==> src/hdl/quicksort_engine_unit_assert.svh <==
// ---------------------------------------------------------------------------
// quicksort_engine_unit assertion macros
// Concurrent assertion wrappers, compiled out when ASSERT_OFF is defined.
// ---------------------------------------------------------------------------
`ifndef QUICKSORT_ENGINE_UNIT_ASSERT_SVH
`define QUICKSORT_ENGINE_UNIT_ASSERT_SVH

`ifndef ASSERT_OFF
// same-cycle implication
`define QSE_ASSERT_IMP(lbl, clk, rst, ante, cons) \
   lbl: assert property (@(posedge clk) disable iff (rst) (ante) |-> (cons)) \
      else $error("assertion failed (same cycle)");
// next-cycle implication
`define QSE_ASSERT_NXT(lbl, clk, rst, ante, cons) \
   lbl: assert property (@(posedge clk) disable iff (rst) (ante) |=> (cons)) \
      else $error("assertion failed (next cycle)");
`else
`define QSE_ASSERT_IMP(lbl, clk, rst, ante, cons)
`define QSE_ASSERT_NXT(lbl, clk, rst, ante, cons)
`endif

`endif

==> src/hdl/qse_pkg.sv <==
// ---------------------------------------------------------------------------
// qse_pkg
// Shared types and constants of the quicksort engine.
// ---------------------------------------------------------------------------
package qse_pkg;

   localparam int VALUE_W = 32;

   typedef enum logic [14:0] {
      ST_IDLE     = 15'b000_0000_0000_0001,
      ST_HI_RD    = 15'b000_0000_0000_0010,
      ST_PIV      = 15'b000_0000_0000_0100,
      ST_SCAN_RD  = 15'b000_0000_0000_1000,
      ST_SCAN_CMP = 15'b000_0000_0001_0000,
      ST_SWAP_W1  = 15'b000_0000_0010_0000,
      ST_SWAP_W2  = 15'b000_0000_0100_0000,
      ST_FIN_RD   = 15'b000_0000_1000_0000,
      ST_FIN_W1   = 15'b000_0001_0000_0000,
      ST_FIN_W2   = 15'b000_0010_0000_0000,
      ST_PUSH1    = 15'b000_0100_0000_0000,
      ST_PUSH2    = 15'b000_1000_0000_0000,
      ST_POP_RD   = 15'b001_0000_0000_0000,
      ST_POP_DAT  = 15'b010_0000_0000_0000,
      ST_EMIT     = 15'b100_0000_0000_0000
   } qse_state_type;

endpackage

==> src/hdl/qse_ram.sv <==
// ---------------------------------------------------------------------------
// qse_ram
// Generic simple dual-port RAM, one write and one registered read port.
// ---------------------------------------------------------------------------
module qse_ram #(
   parameter int WIDTH = 32,
   parameter int DEPTH = 16
) (
   input  logic                     clock,
   input  logic                     wr_en,
   input  logic [$clog2(DEPTH)-1:0] wr_addr,
   input  logic [WIDTH-1:0]         wr_data,
   input  logic                     rd_en,
   input  logic [$clog2(DEPTH)-1:0] rd_addr,
   output logic [WIDTH-1:0]         rd_data
);

   logic [WIDTH-1:0] mem_ff [DEPTH];
   logic [WIDTH-1:0] rd_data_ff;

   always_ff @(posedge clock) begin
      if (wr_en) begin
         mem_ff[wr_addr] <= wr_data;
      end
      if (rd_en) begin
         rd_data_ff <= mem_ff[rd_addr];
      end
   end

   assign rd_data = rd_data_ff;

endmodule

==> src/hdl/quicksort_engine_unit.sv <==
// ---------------------------------------------------------------------------
// quicksort_engine_unit
// Collects signed words into a store, sorts them and streams them out.
// ---------------------------------------------------------------------------
// Usage:
//   Input: a word is taken on a rising edge with start high and busy low.
//   Words may arrive back to back; req_last_item closes the set and starts the
//   sort. Words arriving with the store full are dropped and flagged.
//   Sort: in-place quicksort, Lomuto partition, over the element RAM with a
//   RAM-based range stack. Each scanned element is read and compared; a swap
//   adds a read and two writes. Each partition adds a pivot read, the final
//   swap (skipped when the pivot stays put) and a stack push/pop; trivial
//   ranges are popped and skipped. The single RAM read port serialises these steps.
//   Output: one word per cycle on rsp_strobe, each shown by a registered read
//   from the emit state, entered after the last sort step or once a one-word
//   set is taken; the last is marked by rsp_last_result. busy falls as it is shown.
//   The receiver cannot stall; words are never held.
//   csr_write_data selects order (1 = largest first); the user must write it only when idle (not enforced).
//   Reset: synchronous, empties the store, clears the flag, sets
//   descending order. No clearing pass is needed.
// ---------------------------------------------------------------------------
`include "quicksort_engine_unit_assert.svh"

module quicksort_engine_unit import qse_pkg::*; #(
   parameter int MAX_ITEMS = 16
) (
   input  logic                      clock,
   input  logic                      reset,
   input  logic                      start,
   output logic                      busy,
   input  logic signed [VALUE_W-1:0] req_value,
   input  logic                      req_last_item,
   input  logic                      csr_write_en,
   input  logic                      csr_write_data,
   output logic                      rsp_strobe,
   output logic signed [VALUE_W-1:0] rsp_sorted_value,
   output logic                      rsp_last_result,
   output logic                      rsp_overflow
);

   localparam int AW  = $clog2(MAX_ITEMS);
   localparam int CW  = $clog2(MAX_ITEMS + 1);
   localparam int SW  = CW + 1;                 // signed index, -1 .. MAX_ITEMS
   localparam int SD  = 2 * MAX_ITEMS + 2;
   localparam int SAW = $clog2(SD);
   localparam int TW  = $clog2(SD + 1);

   qse_state_type state_ff, state_in;
   logic [CW-1:0] count_ff, count_in;
   logic          ovf_ff, ovf_in;
   logic          desc_ff, desc_in;
   logic signed [SW-1:0] lo_ff, lo_in, hi_ff, hi_in;
   logic signed [SW-1:0] scan_ff, scan_in, store_ff, store_in;
   logic signed [VALUE_W-1:0] pivot_ff, pivot_in, val_ff, val_in;
   logic [TW-1:0] top_ff, top_in;
   logic [CW-1:0] emit_k_ff, emit_k_in;
   logic          rsp_strobe_ff, rsp_strobe_in;
   logic          rsp_last_ff, rsp_last_in;
   logic          rsp_ovf_ff, rsp_ovf_in;

   logic               e_wr_en, e_rd_en;
   logic [AW-1:0]      e_wr_addr, e_rd_addr;
   logic [VALUE_W-1:0] e_wr_data, e_rd_data;
   logic               s_wr_en, s_rd_en;
   logic [SAW-1:0]     s_wr_addr, s_rd_addr;
   logic [2*SW-1:0]    s_wr_data, s_rd_data;

   logic                 full;
   logic [CW-1:0]        n_cnt;
   logic signed [SW-1:0] scan_inc, store_inc, store_dec;
   logic                 scan_less, big_left;
   logic [2*SW-1:0]      left_rng, right_rng;
   logic [TW-1:0]        top_dec;
   logic                 stack_full;
   logic signed [SW-1:0] pop_lo, pop_hi;
   logic [CW-1:0]        emit_rev;

   assign full       = (count_ff == CW'(MAX_ITEMS));
   assign n_cnt      = full ? count_ff : count_ff + CW'(1);
   assign scan_inc   = scan_ff + SW'(1);
   assign store_inc  = store_ff + SW'(1);
   assign store_dec  = store_ff - SW'(1);
   assign scan_less  = $signed(e_rd_data) < pivot_ff;
   assign big_left   = (store_ff - lo_ff) > (hi_ff - store_ff);
   assign left_rng   = {lo_ff, store_dec};
   assign right_rng  = {store_inc, hi_ff};
   assign top_dec    = top_ff - TW'(1);
   assign stack_full = ((TW+1)'(top_ff) + (TW+1)'(2)) > (TW+1)'(SD);
   assign pop_lo     = $signed(s_rd_data[2*SW-1:SW]);
   assign pop_hi     = $signed(s_rd_data[SW-1:0]);
   assign emit_rev   = count_ff - CW'(1) - emit_k_ff;

   always_comb begin
      state_in      = state_ff;
      count_in      = count_ff;
      ovf_in        = ovf_ff;
      desc_in       = csr_write_en ? csr_write_data : desc_ff;
      lo_in         = lo_ff;
      hi_in         = hi_ff;
      scan_in       = scan_ff;
      store_in      = store_ff;
      pivot_in      = pivot_ff;
      val_in        = val_ff;
      top_in        = top_ff;
      emit_k_in     = emit_k_ff;
      rsp_strobe_in = 1'b0;
      rsp_last_in   = 1'b0;
      rsp_ovf_in    = rsp_ovf_ff;
      e_wr_en       = 1'b0;
      e_wr_addr     = store_ff[AW-1:0];
      e_wr_data     = val_ff;
      e_rd_en       = 1'b0;
      e_rd_addr     = scan_ff[AW-1:0];
      s_wr_en       = 1'b0;
      s_wr_addr     = top_ff[SAW-1:0];
      s_wr_data     = big_left ? left_rng : right_rng;
      s_rd_en       = 1'b0;
      s_rd_addr     = top_dec[SAW-1:0];

      case (state_ff)
         ST_IDLE: begin
            if (start) begin
               if (full) begin
                  ovf_in = 1'b1;
               end else begin
                  e_wr_en   = 1'b1;
                  e_wr_addr = count_ff[AW-1:0];
                  e_wr_data = req_value;
                  count_in  = count_ff + CW'(1);
               end
               if (req_last_item) begin
                  if (n_cnt > CW'(1)) begin
                     lo_in    = '0;
                     hi_in    = $signed({1'b0, n_cnt}) - SW'(1);
                     top_in   = '0;
                     state_in = ST_HI_RD;
                  end else begin
                     emit_k_in = '0;
                     state_in  = ST_EMIT;
                  end
               end
            end
         end
         ST_HI_RD: begin
            e_rd_en   = 1'b1;
            e_rd_addr = hi_ff[AW-1:0];
            state_in  = ST_PIV;
         end
         ST_PIV: begin
            pivot_in = $signed(e_rd_data);
            scan_in  = lo_ff;
            store_in = lo_ff;
            state_in = ST_SCAN_RD;
         end
         ST_SCAN_RD: begin
            e_rd_en   = 1'b1;
            e_rd_addr = scan_ff[AW-1:0];
            state_in  = ST_SCAN_CMP;
         end
         ST_SCAN_CMP: begin
            if (scan_less && (store_ff != scan_ff)) begin
               val_in    = $signed(e_rd_data);
               e_rd_en   = 1'b1;
               e_rd_addr = store_ff[AW-1:0];
               state_in  = ST_SWAP_W1;
            end else begin
               if (scan_less) begin
                  store_in = store_inc;
               end
               scan_in  = scan_inc;
               state_in = (scan_inc < hi_ff) ? ST_SCAN_RD : ST_FIN_RD;
            end
         end
         ST_SWAP_W1: begin
            // old store word goes to the scan slot
            e_wr_en   = 1'b1;
            e_wr_addr = scan_ff[AW-1:0];
            e_wr_data = e_rd_data;
            state_in  = ST_SWAP_W2;
         end
         ST_SWAP_W2: begin
            e_wr_en   = 1'b1;
            e_wr_addr = store_ff[AW-1:0];
            e_wr_data = val_ff;
            store_in  = store_inc;
            scan_in   = scan_inc;
            state_in  = (scan_inc < hi_ff) ? ST_SCAN_RD : ST_FIN_RD;
         end
         ST_FIN_RD: begin
            if (store_ff == hi_ff) begin
               state_in = ST_PUSH1;
            end else begin
               e_rd_en   = 1'b1;
               e_rd_addr = store_ff[AW-1:0];
               state_in  = ST_FIN_W1;
            end
         end
         ST_FIN_W1: begin
            e_wr_en   = 1'b1;
            e_wr_addr = hi_ff[AW-1:0];
            e_wr_data = e_rd_data;
            state_in  = ST_FIN_W2;
         end
         ST_FIN_W2: begin
            e_wr_en   = 1'b1;
            e_wr_addr = store_ff[AW-1:0];
            e_wr_data = pivot_ff;
            state_in  = ST_PUSH1;
         end
         ST_PUSH1: begin
            if (stack_full) begin
               emit_k_in = '0;
               state_in  = ST_EMIT;
            end else begin
               // larger side first, smaller popped next
               s_wr_en   = 1'b1;
               s_wr_data = big_left ? left_rng : right_rng;
               top_in    = top_ff + TW'(1);
               state_in  = ST_PUSH2;
            end
         end
         ST_PUSH2: begin
            s_wr_en   = 1'b1;
            s_wr_data = big_left ? right_rng : left_rng;
            top_in    = top_ff + TW'(1);
            state_in  = ST_POP_RD;
         end
         ST_POP_RD: begin
            s_rd_en  = 1'b1;
            top_in   = top_dec;
            state_in = ST_POP_DAT;
         end
         ST_POP_DAT: begin
            lo_in = pop_lo;
            hi_in = pop_hi;
            if (pop_lo >= pop_hi) begin
               if (top_ff == '0) begin
                  emit_k_in = '0;
                  state_in  = ST_EMIT;
               end else begin
                  state_in = ST_POP_RD;
               end
            end else begin
               state_in = ST_HI_RD;
            end
         end
         ST_EMIT: begin
            e_rd_en       = 1'b1;
            e_rd_addr     = desc_ff ? emit_rev[AW-1:0] : emit_k_ff[AW-1:0];
            rsp_strobe_in = 1'b1;
            rsp_ovf_in    = ovf_ff;
            emit_k_in     = emit_k_ff + CW'(1);
            if (emit_k_ff == count_ff - CW'(1)) begin
               rsp_last_in = 1'b1;
               count_in    = '0;
               ovf_in      = 1'b0;
               state_in    = ST_IDLE;
            end
         end
         default: begin
            state_in = ST_IDLE;
         end
      endcase
   end

   always_ff @(posedge clock) begin
      if (reset) begin
         state_ff      <= ST_IDLE;
         count_ff      <= '0;
         ovf_ff        <= 1'b0;
         desc_ff       <= 1'b1;
         top_ff        <= '0;
         emit_k_ff     <= '0;
         rsp_strobe_ff <= 1'b0;
         rsp_last_ff   <= 1'b0;
      end else begin
         state_ff      <= state_in;
         count_ff      <= count_in;
         ovf_ff        <= ovf_in;
         desc_ff       <= desc_in;
         top_ff        <= top_in;
         emit_k_ff     <= emit_k_in;
         rsp_strobe_ff <= rsp_strobe_in;
         rsp_last_ff   <= rsp_last_in;
      end
      lo_ff      <= lo_in;
      hi_ff      <= hi_in;
      scan_ff    <= scan_in;
      store_ff   <= store_in;
      pivot_ff   <= pivot_in;
      val_ff     <= val_in;
      rsp_ovf_ff <= rsp_ovf_in;
   end

   qse_ram #(
      .WIDTH (VALUE_W),
      .DEPTH (MAX_ITEMS)
   ) u_elem_ram (
      .clock   (clock),
      .wr_en   (e_wr_en),
      .wr_addr (e_wr_addr),
      .wr_data (e_wr_data),
      .rd_en   (e_rd_en),
      .rd_addr (e_rd_addr),
      .rd_data (e_rd_data)
   );

   qse_ram #(
      .WIDTH (2 * SW),
      .DEPTH (SD)
   ) u_stack_ram (
      .clock   (clock),
      .wr_en   (s_wr_en),
      .wr_addr (s_wr_addr),
      .wr_data (s_wr_data),
      .rd_en   (s_rd_en),
      .rd_addr (s_rd_addr),
      .rd_data (s_rd_data)
   );

   assign busy             = (state_ff != ST_IDLE);
   assign rsp_strobe       = rsp_strobe_ff;
   assign rsp_sorted_value = $signed(e_rd_data);
   assign rsp_last_result  = rsp_last_ff;
   assign rsp_overflow     = rsp_ovf_ff;

   // a set streams out without gaps and ends with a quiet cycle
   `QSE_ASSERT_NXT(a_run_contig, clock, reset, rsp_strobe_ff && !rsp_last_ff, rsp_strobe_ff)
   `QSE_ASSERT_NXT(a_run_end, clock, reset, rsp_strobe_ff && rsp_last_ff, !rsp_strobe_ff)
   `QSE_ASSERT_IMP(a_store_le_scan, clock, reset, (state_ff == ST_SCAN_RD) || (state_ff == ST_SCAN_CMP) || (state_ff == ST_SWAP_W1) || (state_ff == ST_SWAP_W2), store_ff <= scan_ff)
   `QSE_ASSERT_IMP(a_emit_in_set, clock, reset, state_ff == ST_EMIT, emit_k_ff < count_ff)

endmodule
==> config.mk <==
export PLATFORM = sky130hd
export DESIGN_NAME = quicksort_engine_unit
export DESIGN_NICKNAME = d
export VERILOG_FILES = /design/src/hdl/qse_pkg.sv /design/src/hdl/qse_ram.sv /design/src/hdl/quicksort_engine_unit.sv
export VERILOG_INCLUDE_DIRS = /design/src /design/src/hdl
export SDC_FILE = /design/constraint.sdc
export NUM_CORES = 1
export LEC_CHECK = 0
export BUFFER_PORTS_ARGS = -buffer_cell sky130_fd_sc_hd__clkbuf_2
export CORE_MARGIN = 3
export CORE_UTILIZATION = 53
export CTS_CLUSTER_SIZE = 20
export DETAILED_ROUTE_END_ITERATION = 16
export PLACE_DENSITY = 0.72
export SLEW_MARGIN = 5
export SYNTH_ARGS = -nofsm -noshare
export SYNTH_HDL_FRONTEND = slang
export SYNTH_SLANG_ARGS = --single-unit
==> constraint.sdc <==
create_clock -name clock -period 5 [get_ports clock]
set_input_delay 1.25 -clock clock [delete_from_list [all_inputs] [get_ports clock]]
set_output_delay 1.25 -clock clock [all_outputs]
set_load 0.01 [all_outputs]
==> results of run 1 <==
-- placed cells by master, fill, tap and decap left out, types with 23 or more instances in the layout --
master,instances
mux2i_1,51
nand3_1,27
a21oi_1,120
a2111oi_0,119
buf_4,99
buf_12,23
clkbuf_16,109
edfxtp_1,1053
o211ai_1,37
clkbuf_1,29
dfxtp_1,34
ha_1,75
a22o_1,32
mux4_2,120
nand4_1,109
clkbuf_2,73
o31ai_1,98
a2bb2oi_1,33
mux2_2,74
nor2_1,99
inv_1,78
xnor2_1,30
nand2_1,188
a222oi_1,32
-- critical path, cell delays in order (launching register included) --
cell and delay, ns:
edfxtp_1 0.49, ha_1 0.36, a21oi_1 0.37, o21ai_0 0.28, a221o_1 0.42, or3_1 0.46
and3_1 0.34, a211o_4 0.48, nor3_4 0.57, buf_4 0.50, a2111oi_0 0.21, o211ai_1 0.14
-- area by class of cell --
class / instances / share of cell area [%]
Inverter: 80 / 0.574
Multi-Input combinational cell: 1541 / 25.5
Tap cell: 1144 / 2.73
Timing Repair Buffer: 195 / 3.00
Clock buffer: 138 / 5.42
Clock inverter: 58 / 1.07
Sequential cell: 1088 / 61.8
-- per-stage QoR --
| step | util [%] | worst slack (ns) | instances | setup TNS [ns] | power [mW] |
|---|---|---|---|---|---|
| 2_1_floorplan | - | -0.328 | 2923 | -31.11 | 15.0 |
| 4_1_cts | 60.8 | 0.0344 | 4244 | 0 | 24.7 |
| 6_report | 60.8 | 0.189 | 4244 | 0 | 24.7 |
| 5_1_grt | 60.8 | 0.0778 | 4244 | 0 | 25.6 |
| 3_3_place_gp | 56.8 | 0.271 | 4048 | 0 | 16.8 |
| 3_5_place_dp | 56.8 | 0.0489 | 4048 | 0 | 17.0 |
-- how the worst max path moves through the flow --
stage,endpoint,slack [ns],cells past startpoint
2_1_floorplan,u_elem_ram.mem_ff[15][0]$_DFFE_PP_,-0.33,10
4_1_cts,u_elem_ram.rd_data[15]$_DFFE_PP_,0.03,12
3_5_place_dp,u_elem_ram.rd_data[16]$_DFFE_PP_,0.05,12
3_3_place_gp,u_elem_ram.rd_data[21]$_DFFE_PP_,0.27,12
5_1_grt,u_elem_ram.rd_data[15]$_DFFE_PP_,0.08,12
6_report,u_elem_ram.rd_data[16]$_DFFE_PP_,0.19,11
-- registers in the layout (all words and copies together) (netlist names) --
signal               cells
store_ff                 6
u_elem_ram.mem_ff      512
rsp_strobe               1
count_ff                 5
s_wr_addr                6
rsp_overflow             1
u_stack_ram.rd_data     12
hi_ff                    6
emit_k_ff                5
val_ff                  32
scan_ff                  6
ovf_ff                   1
rsp_last_result          1
u_stack_ram.mem_ff     408
pivot_ff                32
desc_ff                  1
state_ff                15
u_elem_ram.rd_data      32
lo_ff                    6
-- where the power goes --
part | internal (mW) | total, mW | switching (mW) | leakage, nW
sequential | 11.9 | 12.0 | 0.178 | 9.80
combinational | 1.27 | 4.92 | 3.64 | 5.82
clock | 4.42 | 7.78 | 3.36 | 1.65
total | 17.6 | 24.7 | 7.18 | 17.3
-- logic make-up after synthesis --
kind of cell / after synthesis
flip-flops: 1088
buffers and inverters: 294
XOR/XNOR: 50
adder cells (fa/ha/maj): 79
AO/OA/AOI/OAI: 590
multiplexers: 251
AND/OR/NAND/NOR: 571
-- layer usage --
metal  track usage, %  wire length [um]  vias up
li1                 -                 -    12000
met1             36.3             46300    14400
met2             41.9             57500     1820
met3             5.47             12500      351
met4             12.0              5740        2
met5                0                11        -
-- what timing repair did --
action,in CTS,in global routing
setup endpoints to repair,0,20
hold buffers,0,0
gates resized for setup,0,5
==> flow_metrics.env, run 1 <==
export IMPL_status="completed"
export IMPL_wl_per_cell_um=28.8
export IMPL_required_ns=5.52
export IMPL_yosysUniqueCellTypes=79
export IMPL_clock_sinks=1088
export IMPL_leakage_nw=17.3
export IMPL_multiInputGateArea_mm2=0.0133
export IMPL_grt_max_degree=97
export IMPL_first_pass_iters=8
export IMPL_drive_above_1_share_pct=19.5
export IMPL_tightestPinTransition_ns=1.13
export IMPL_slew_viol_final=0
export IMPL_holdPathEnd="rsp_overflow$_DFFE_PP_"
export IMPL_fillers=6125
export IMPL_max_slew_margin_rel_pct=24.6
export IMPL_criticalPathCategory="reg2reg"
export IMPL_die_h_um=302
export IMPL_fp_dieW_um=302
export IMPL_timing_reg2reg_setup_slack_ns=0.19
export IMPL_drtIter0Drc=3460
export IMPL_hold_viol_final=0
export IMPL_start_util_pct=54.0
export IMPL_r2r_end="u_elem_ram.rd_data[16]$_DFFE_PP_"
export IMPL_antenna_found_initial=2
export IMPL_worstSkewPairLatency_ns=0.70
export IMPL_yosysMostFrequentCell="edfxtp_1"
export IMPL_hold_path_depth=0
export IMPL_synthCells=2923
export IMPL_synth_mux_area_share_pct=8.84
export IMPL_diodes=0
export IMPL_grt_overflow=0
export IMPL_nets=3131
export IMPL_synth_top_family_by_area="compound AO/OA/AOI/OAI gates"
export IMPL_cts_setup_buffers=0
export IMPL_synth_warnings=0
export IMPL_synth_common_cells="edfxtp_1 (1053), nand2_1 (188), clkbuf_1 (146), a2111oi_0 (121)"
export IMPL_core_mm2=0.0861
export IMPL_hp_class="reg2reg"
export IMPL_crit_start="u_elem_ram.rd_data[23]$_DFFE_PP_"
export IMPL_gp_congestion=0.921
export IMPL_grt_pass1_wl_um=181000
export IMPL_cts_made_buffers=108
export IMPL_synth_area_per_cell_um2=15.9
export IMPL_post_route_min_period_ns=4.81
export IMPL_cts_buffer_depth=3
export IMPL_maxCapViolCount=0
export IMPL_min_from="ovf_ff$_SDFFE_PP0P_"
export IMPL_regArea_mm2=0.0323
export IMPL_synth_top_cell_by_area="edfxtp_1"
export IMPL_via_count=28600
export IMPL_synth_xor_xnor_area_share_pct=0.942
export IMPL_fmax_mhz=208
export IMPL_routed_wl_um=122000
export IMPL_vias_per_cell=6.74
export IMPL_tritoncts="done"
export IMPL_synth_compound_area_share_pct=9.72
export IMPL_cts_max_level=3
export IMPL_cts_clk_slew_worst_paths_ns=0.06
export IMPL_power_density_mw_per_mm2=472
export IMPL_r2r_cells=11
export IMPL_synthAdderAreaFrac_pct=2.18
export IMPL_cp_max_fo=22
export IMPL_grt_pass1_vias=28500
export IMPL_ys_ff_latch=1088
export IMPL_end_kind="register"
export IMPL_synth_top_cells_by_area="edfxtp_1 (68%), mux4_2 (5.8%), a2111oi_0 (2.3%)"
export IMPL_gr_usage_all_layers_pct=26.7
export IMPL_setup_viol=0
export IMPL_synthArstFlopShare_pct=0
export IMPL_place_port_buffers=73
export IMPL_synth_area_mm2=0.0465
export IMPL_std_cell_rows=107
export IMPL_hpwl_um=71300
export IMPL_synth_top_area_share_pct=68.0
export IMPL_crit_arrival_ns=5.33
export IMPL_ant_nets=0
export IMPL_stdcell_area_mm2=0.0523
export IMPL_io_pins=74
export IMPL_synthToLayoutAreaGrowth_pct=12.7
export IMPL_synth_fp_nets=3040
export IMPL_ys_seq_area_share_pct=69.6
export IMPL_r2r_start="u_elem_ram.rd_data[23]$_DFFE_PP_"
export IMPL_synth_simple_area_share_pct=6.22
export IMPL_timing_hold_ws_ns=0.440
export IMPL_start_kind="register"
export IMPL_fin_worst_skew_ns=0.0479
export IMPL_placed_cell_area_mm2=0.0489
export IMPL_ir_drop_mv=0.407
export IMPL_synth_edff_count=1053
export IMPL_die_area_mm2=0.0913
export IMPL_synthFlopType="edfxtp_1"
export IMPL_fin_crit_sh_pct=96.2
export IMPL_cts_root_buf="clkbuf_16"
export IMPL_rsz0062_at_grt="false"
export IMPL_drc=0
Note: power is estimated with default switching activity, not from simulation.
==> run 2: changes to the inputs <==
--- a/config.mk
+++ b/config.mk
@@ -9,7 +9,6 @@
 export BUFFER_PORTS_ARGS = -buffer_cell sky130_fd_sc_hd__clkbuf_2
-export CORE_MARGIN = 3
-export CORE_UTILIZATION = 53
+export CORE_UTILIZATION = 57
 export CTS_CLUSTER_SIZE = 20
 export DETAILED_ROUTE_END_ITERATION = 16
-export PLACE_DENSITY = 0.72
+export PLACE_DENSITY = 0.76
 export SLEW_MARGIN = 5
==> constraint.sdc (replaced) <==
create_clock -name clock -period 5 [get_ports clock]
set_input_delay 0.75 -clock clock [delete_from_list [all_inputs] [get_ports clock]]
set_output_delay 0.75 -clock clock [all_outputs]
set_load 0.01 [all_outputs]
==> run 2 against run 1 <==
Against the previous run:
- sequential share of layout area is 0.27 points lower
- clock power up 3.1%
- highest routed layer is now met4
- largest cell class unchanged
- first-iteration DRC count up 30%
- critical path type unchanged
==> flow_metrics.env, run 2 (synthesized netlist as in run 1, its figures left out) <==
export IMPL_status="completed"
export IMPL_multiInputGateArea_mm2=0.0134
export IMPL_setup_viol=0
export IMPL_cts_hold_buf=0
export IMPL_r2r_start="u_elem_ram.rd_data[31]$_DFFE_PP_"
export IMPL_clock_sinks=1088
export IMPL_ir_drop_mv=0.357
export IMPL_hp_class="in2reg"
export IMPL_r2r_end="u_elem_ram.rd_data[26]$_DFFE_PP_"
export IMPL_maxCapViolCount=0
export IMPL_vias_per_cell=7.00
export IMPL_start_util_pct=57.7
export IMPL_slew_viol_final=0
export IMPL_cts_max_level=3
export IMPL_final_cell_mix="edfxtp_1 (1053), nand2_1 (188), a21oi_1 (120), mux4_2 (120), a2111oi_0 (117)"
export IMPL_gr_usage_all_layers_pct=29.9
export IMPL_timing_reg2reg_setup_slack_ns=0.07
export IMPL_cts_made_buffers=106
export IMPL_place_ws_ns=-0.0884
export IMPL_fin_worst_skew_ns=0.0654
export IMPL_drive_above_1_share_pct=20.1
export IMPL_required_ns=5.49
export IMPL_min_from="csr_write_en"
export IMPL_stdcell_area_mm2=0.0526
export IMPL_place_port_buffers=73
export IMPL_first_pass_iters=6
export IMPL_placed_cell_area_mm2=0.0490
export IMPL_grt_pass1_wl_um=183000
export IMPL_grt_max_degree=128
export IMPL_fmax_mhz=203
export IMPL_routed_wl_um=124000
export IMPL_fp_dieW_um=288
export IMPL_rsz0062_at_grt="false"
export IMPL_tritoncts="done"
export IMPL_hold_path_depth=2
export IMPL_largest_register="u_elem_ram.mem_ff"
export IMPL_setup_tns_ns=0
export IMPL_diodes=0
export IMPL_die_area_mm2=0.0827
export IMPL_holdPathEnd="desc_ff$_SDFFE_PP1P_"
export IMPL_crit_arrival_ns=5.42
export IMPL_setup_slack_ns=0.0693
export IMPL_cts_clk_slew_worst_paths_ns=0.06
export IMPL_regArea_mm2=0.0323
export IMPL_start_kind="register"
export IMPL_io_pins=74
export IMPL_tightestPinTransition_ns=1.17
export IMPL_core_mm2=0.0805
export IMPL_antenna_found_initial=0
export IMPL_leakage_nw=17.4
export IMPL_drc=0
export IMPL_grt_pass1_vias=28900
export IMPL_cts_root_buf="clkbuf_16"
export IMPL_die_h_um=288
export IMPL_end_kind="register"
export IMPL_largest_reg_flops=512
export IMPL_via_count=29200
export IMPL_power_density_mw_per_mm2=476
export IMPL_worstSkewPairLatency_ns=0.71
export IMPL_hpwl_um=70600
export IMPL_final_common_cell="edfxtp_1"
export IMPL_wl_per_cell_um=29.7
export IMPL_cts_buffer_depth=3
export IMPL_ant_nets=0
export IMPL_r2r_cells=11
export IMPL_fillers=5253
export IMPL_std_cell_rows=104
export IMPL_nets=3144
export IMPL_synthToLayoutAreaGrowth_pct=13.1
export IMPL_drtIter0Drc=4492
export IMPL_fin_crit_sh_pct=98.6
export IMPL_reg_top3="u_elem_ram.mem_ff x512, u_stack_ram.mem_ff x408"
export IMPL_grt_overflow=0
export IMPL_hold_viol_final=0
export IMPL_cp_max_fo=96
export IMPL_criticalPathCategory="reg2reg"
export IMPL_post_route_min_period_ns=4.93
export IMPL_gp_congestion=0.898
export IMPL_timing_hold_ws_ns=0.294
export IMPL_max_slew_margin_rel_pct=21.5
run 2: changes by cell type in the layout (fill, tap and decap cells not counted), sizes merged:
cell,previous run,this run
inv,83,81
clkbuf,211,202
clkinvlp,3,2
buf,122,137
clkinv,44,51
bufinv,8,12
run 2: cell type report:
class                      instances  area share (%)
clock inverter                    66            1.48
tap                             1060            2.52
sequential                      1088            61.5
inverter                          80           0.571
timing repair buffer             210            3.33
clock buffer                     129            5.21
multi-input combinational       1541            25.4
run 2: how the worst max path moves through the flow:
stage                                                start                                  to  slack (ns)  cells after the start
after global placement    u_elem_ram.rd_data[31]$_DFFE_PP_    u_elem_ram.rd_data[26]$_DFFE_PP_        0.12                     12
after floorplan                   state_ff[6]$_SDFFE_PP0P_  u_elem_ram.mem_ff[15][0]$_DFFE_PP_       -0.33                     10
after global routing      u_elem_ram.rd_data[31]$_DFFE_PP_    u_elem_ram.rd_data[19]$_DFFE_PP_        0.02                     11
after detailed placement  u_elem_ram.rd_data[31]$_DFFE_PP_     u_elem_ram.rd_data[8]$_DFFE_PP_       -0.09                     12
after CTS                 u_elem_ram.rd_data[31]$_DFFE_PP_    u_elem_ram.rd_data[20]$_DFFE_PP_        0.05                     11
final                     u_elem_ram.rd_data[31]$_DFFE_PP_    u_elem_ram.rd_data[26]$_DFFE_PP_        0.07                     11
run 2: metrics by stage:
step           instances  utilization [%]  total power [mW]
3_5_place_dp        3975             60.8              17.0
2_1_floorplan       2923                -              15.0
6_report            4174             65.3              25.0
3_3_place_gp        3975             60.8              16.8
4_1_cts             4170             65.2              25.0
5_1_grt             4174             65.3              25.7
run 2: per-layer routing:
metal  wire length, um  vias up  track usage (%)  part of all wire, %
met4              5920        0             13.9                  4.8
li1                  -    12100                -                    -
met2             58800     2120             47.4                   47
met1             45700    14600             40.3                   37
met3             13400      400             5.87                   11
met5                 0        -                0                    0
run 2: timing repair:
item / in CTS / in global routing
cloned: 0 / 0
pin swaps: 0 / 2
gates resized for setup: 4 / 9
buffers inserted: 0 / 4
setup endpoints to repair: 10 / 21
run 2: report_power, final:
part	total, mW	internal, mW	switching (mW)
logic	4.97	1.30	3.67
clock network	8.02	4.55	3.47
registers	12.0	11.9	0.175
run 2: critical path: stages, from the launching register on:
cell       delay [ns]
edfxtp_1         0.45
ha_1             0.46
nand4_1          0.41
nor4_4           0.48
and4_2           0.43
o41ai_4          0.23
a2111oi_4        0.52
buf_12           0.45
o31ai_1          0.16
a2111oi_0        0.73
a2111oi_2        0.16
o211ai_1         0.13
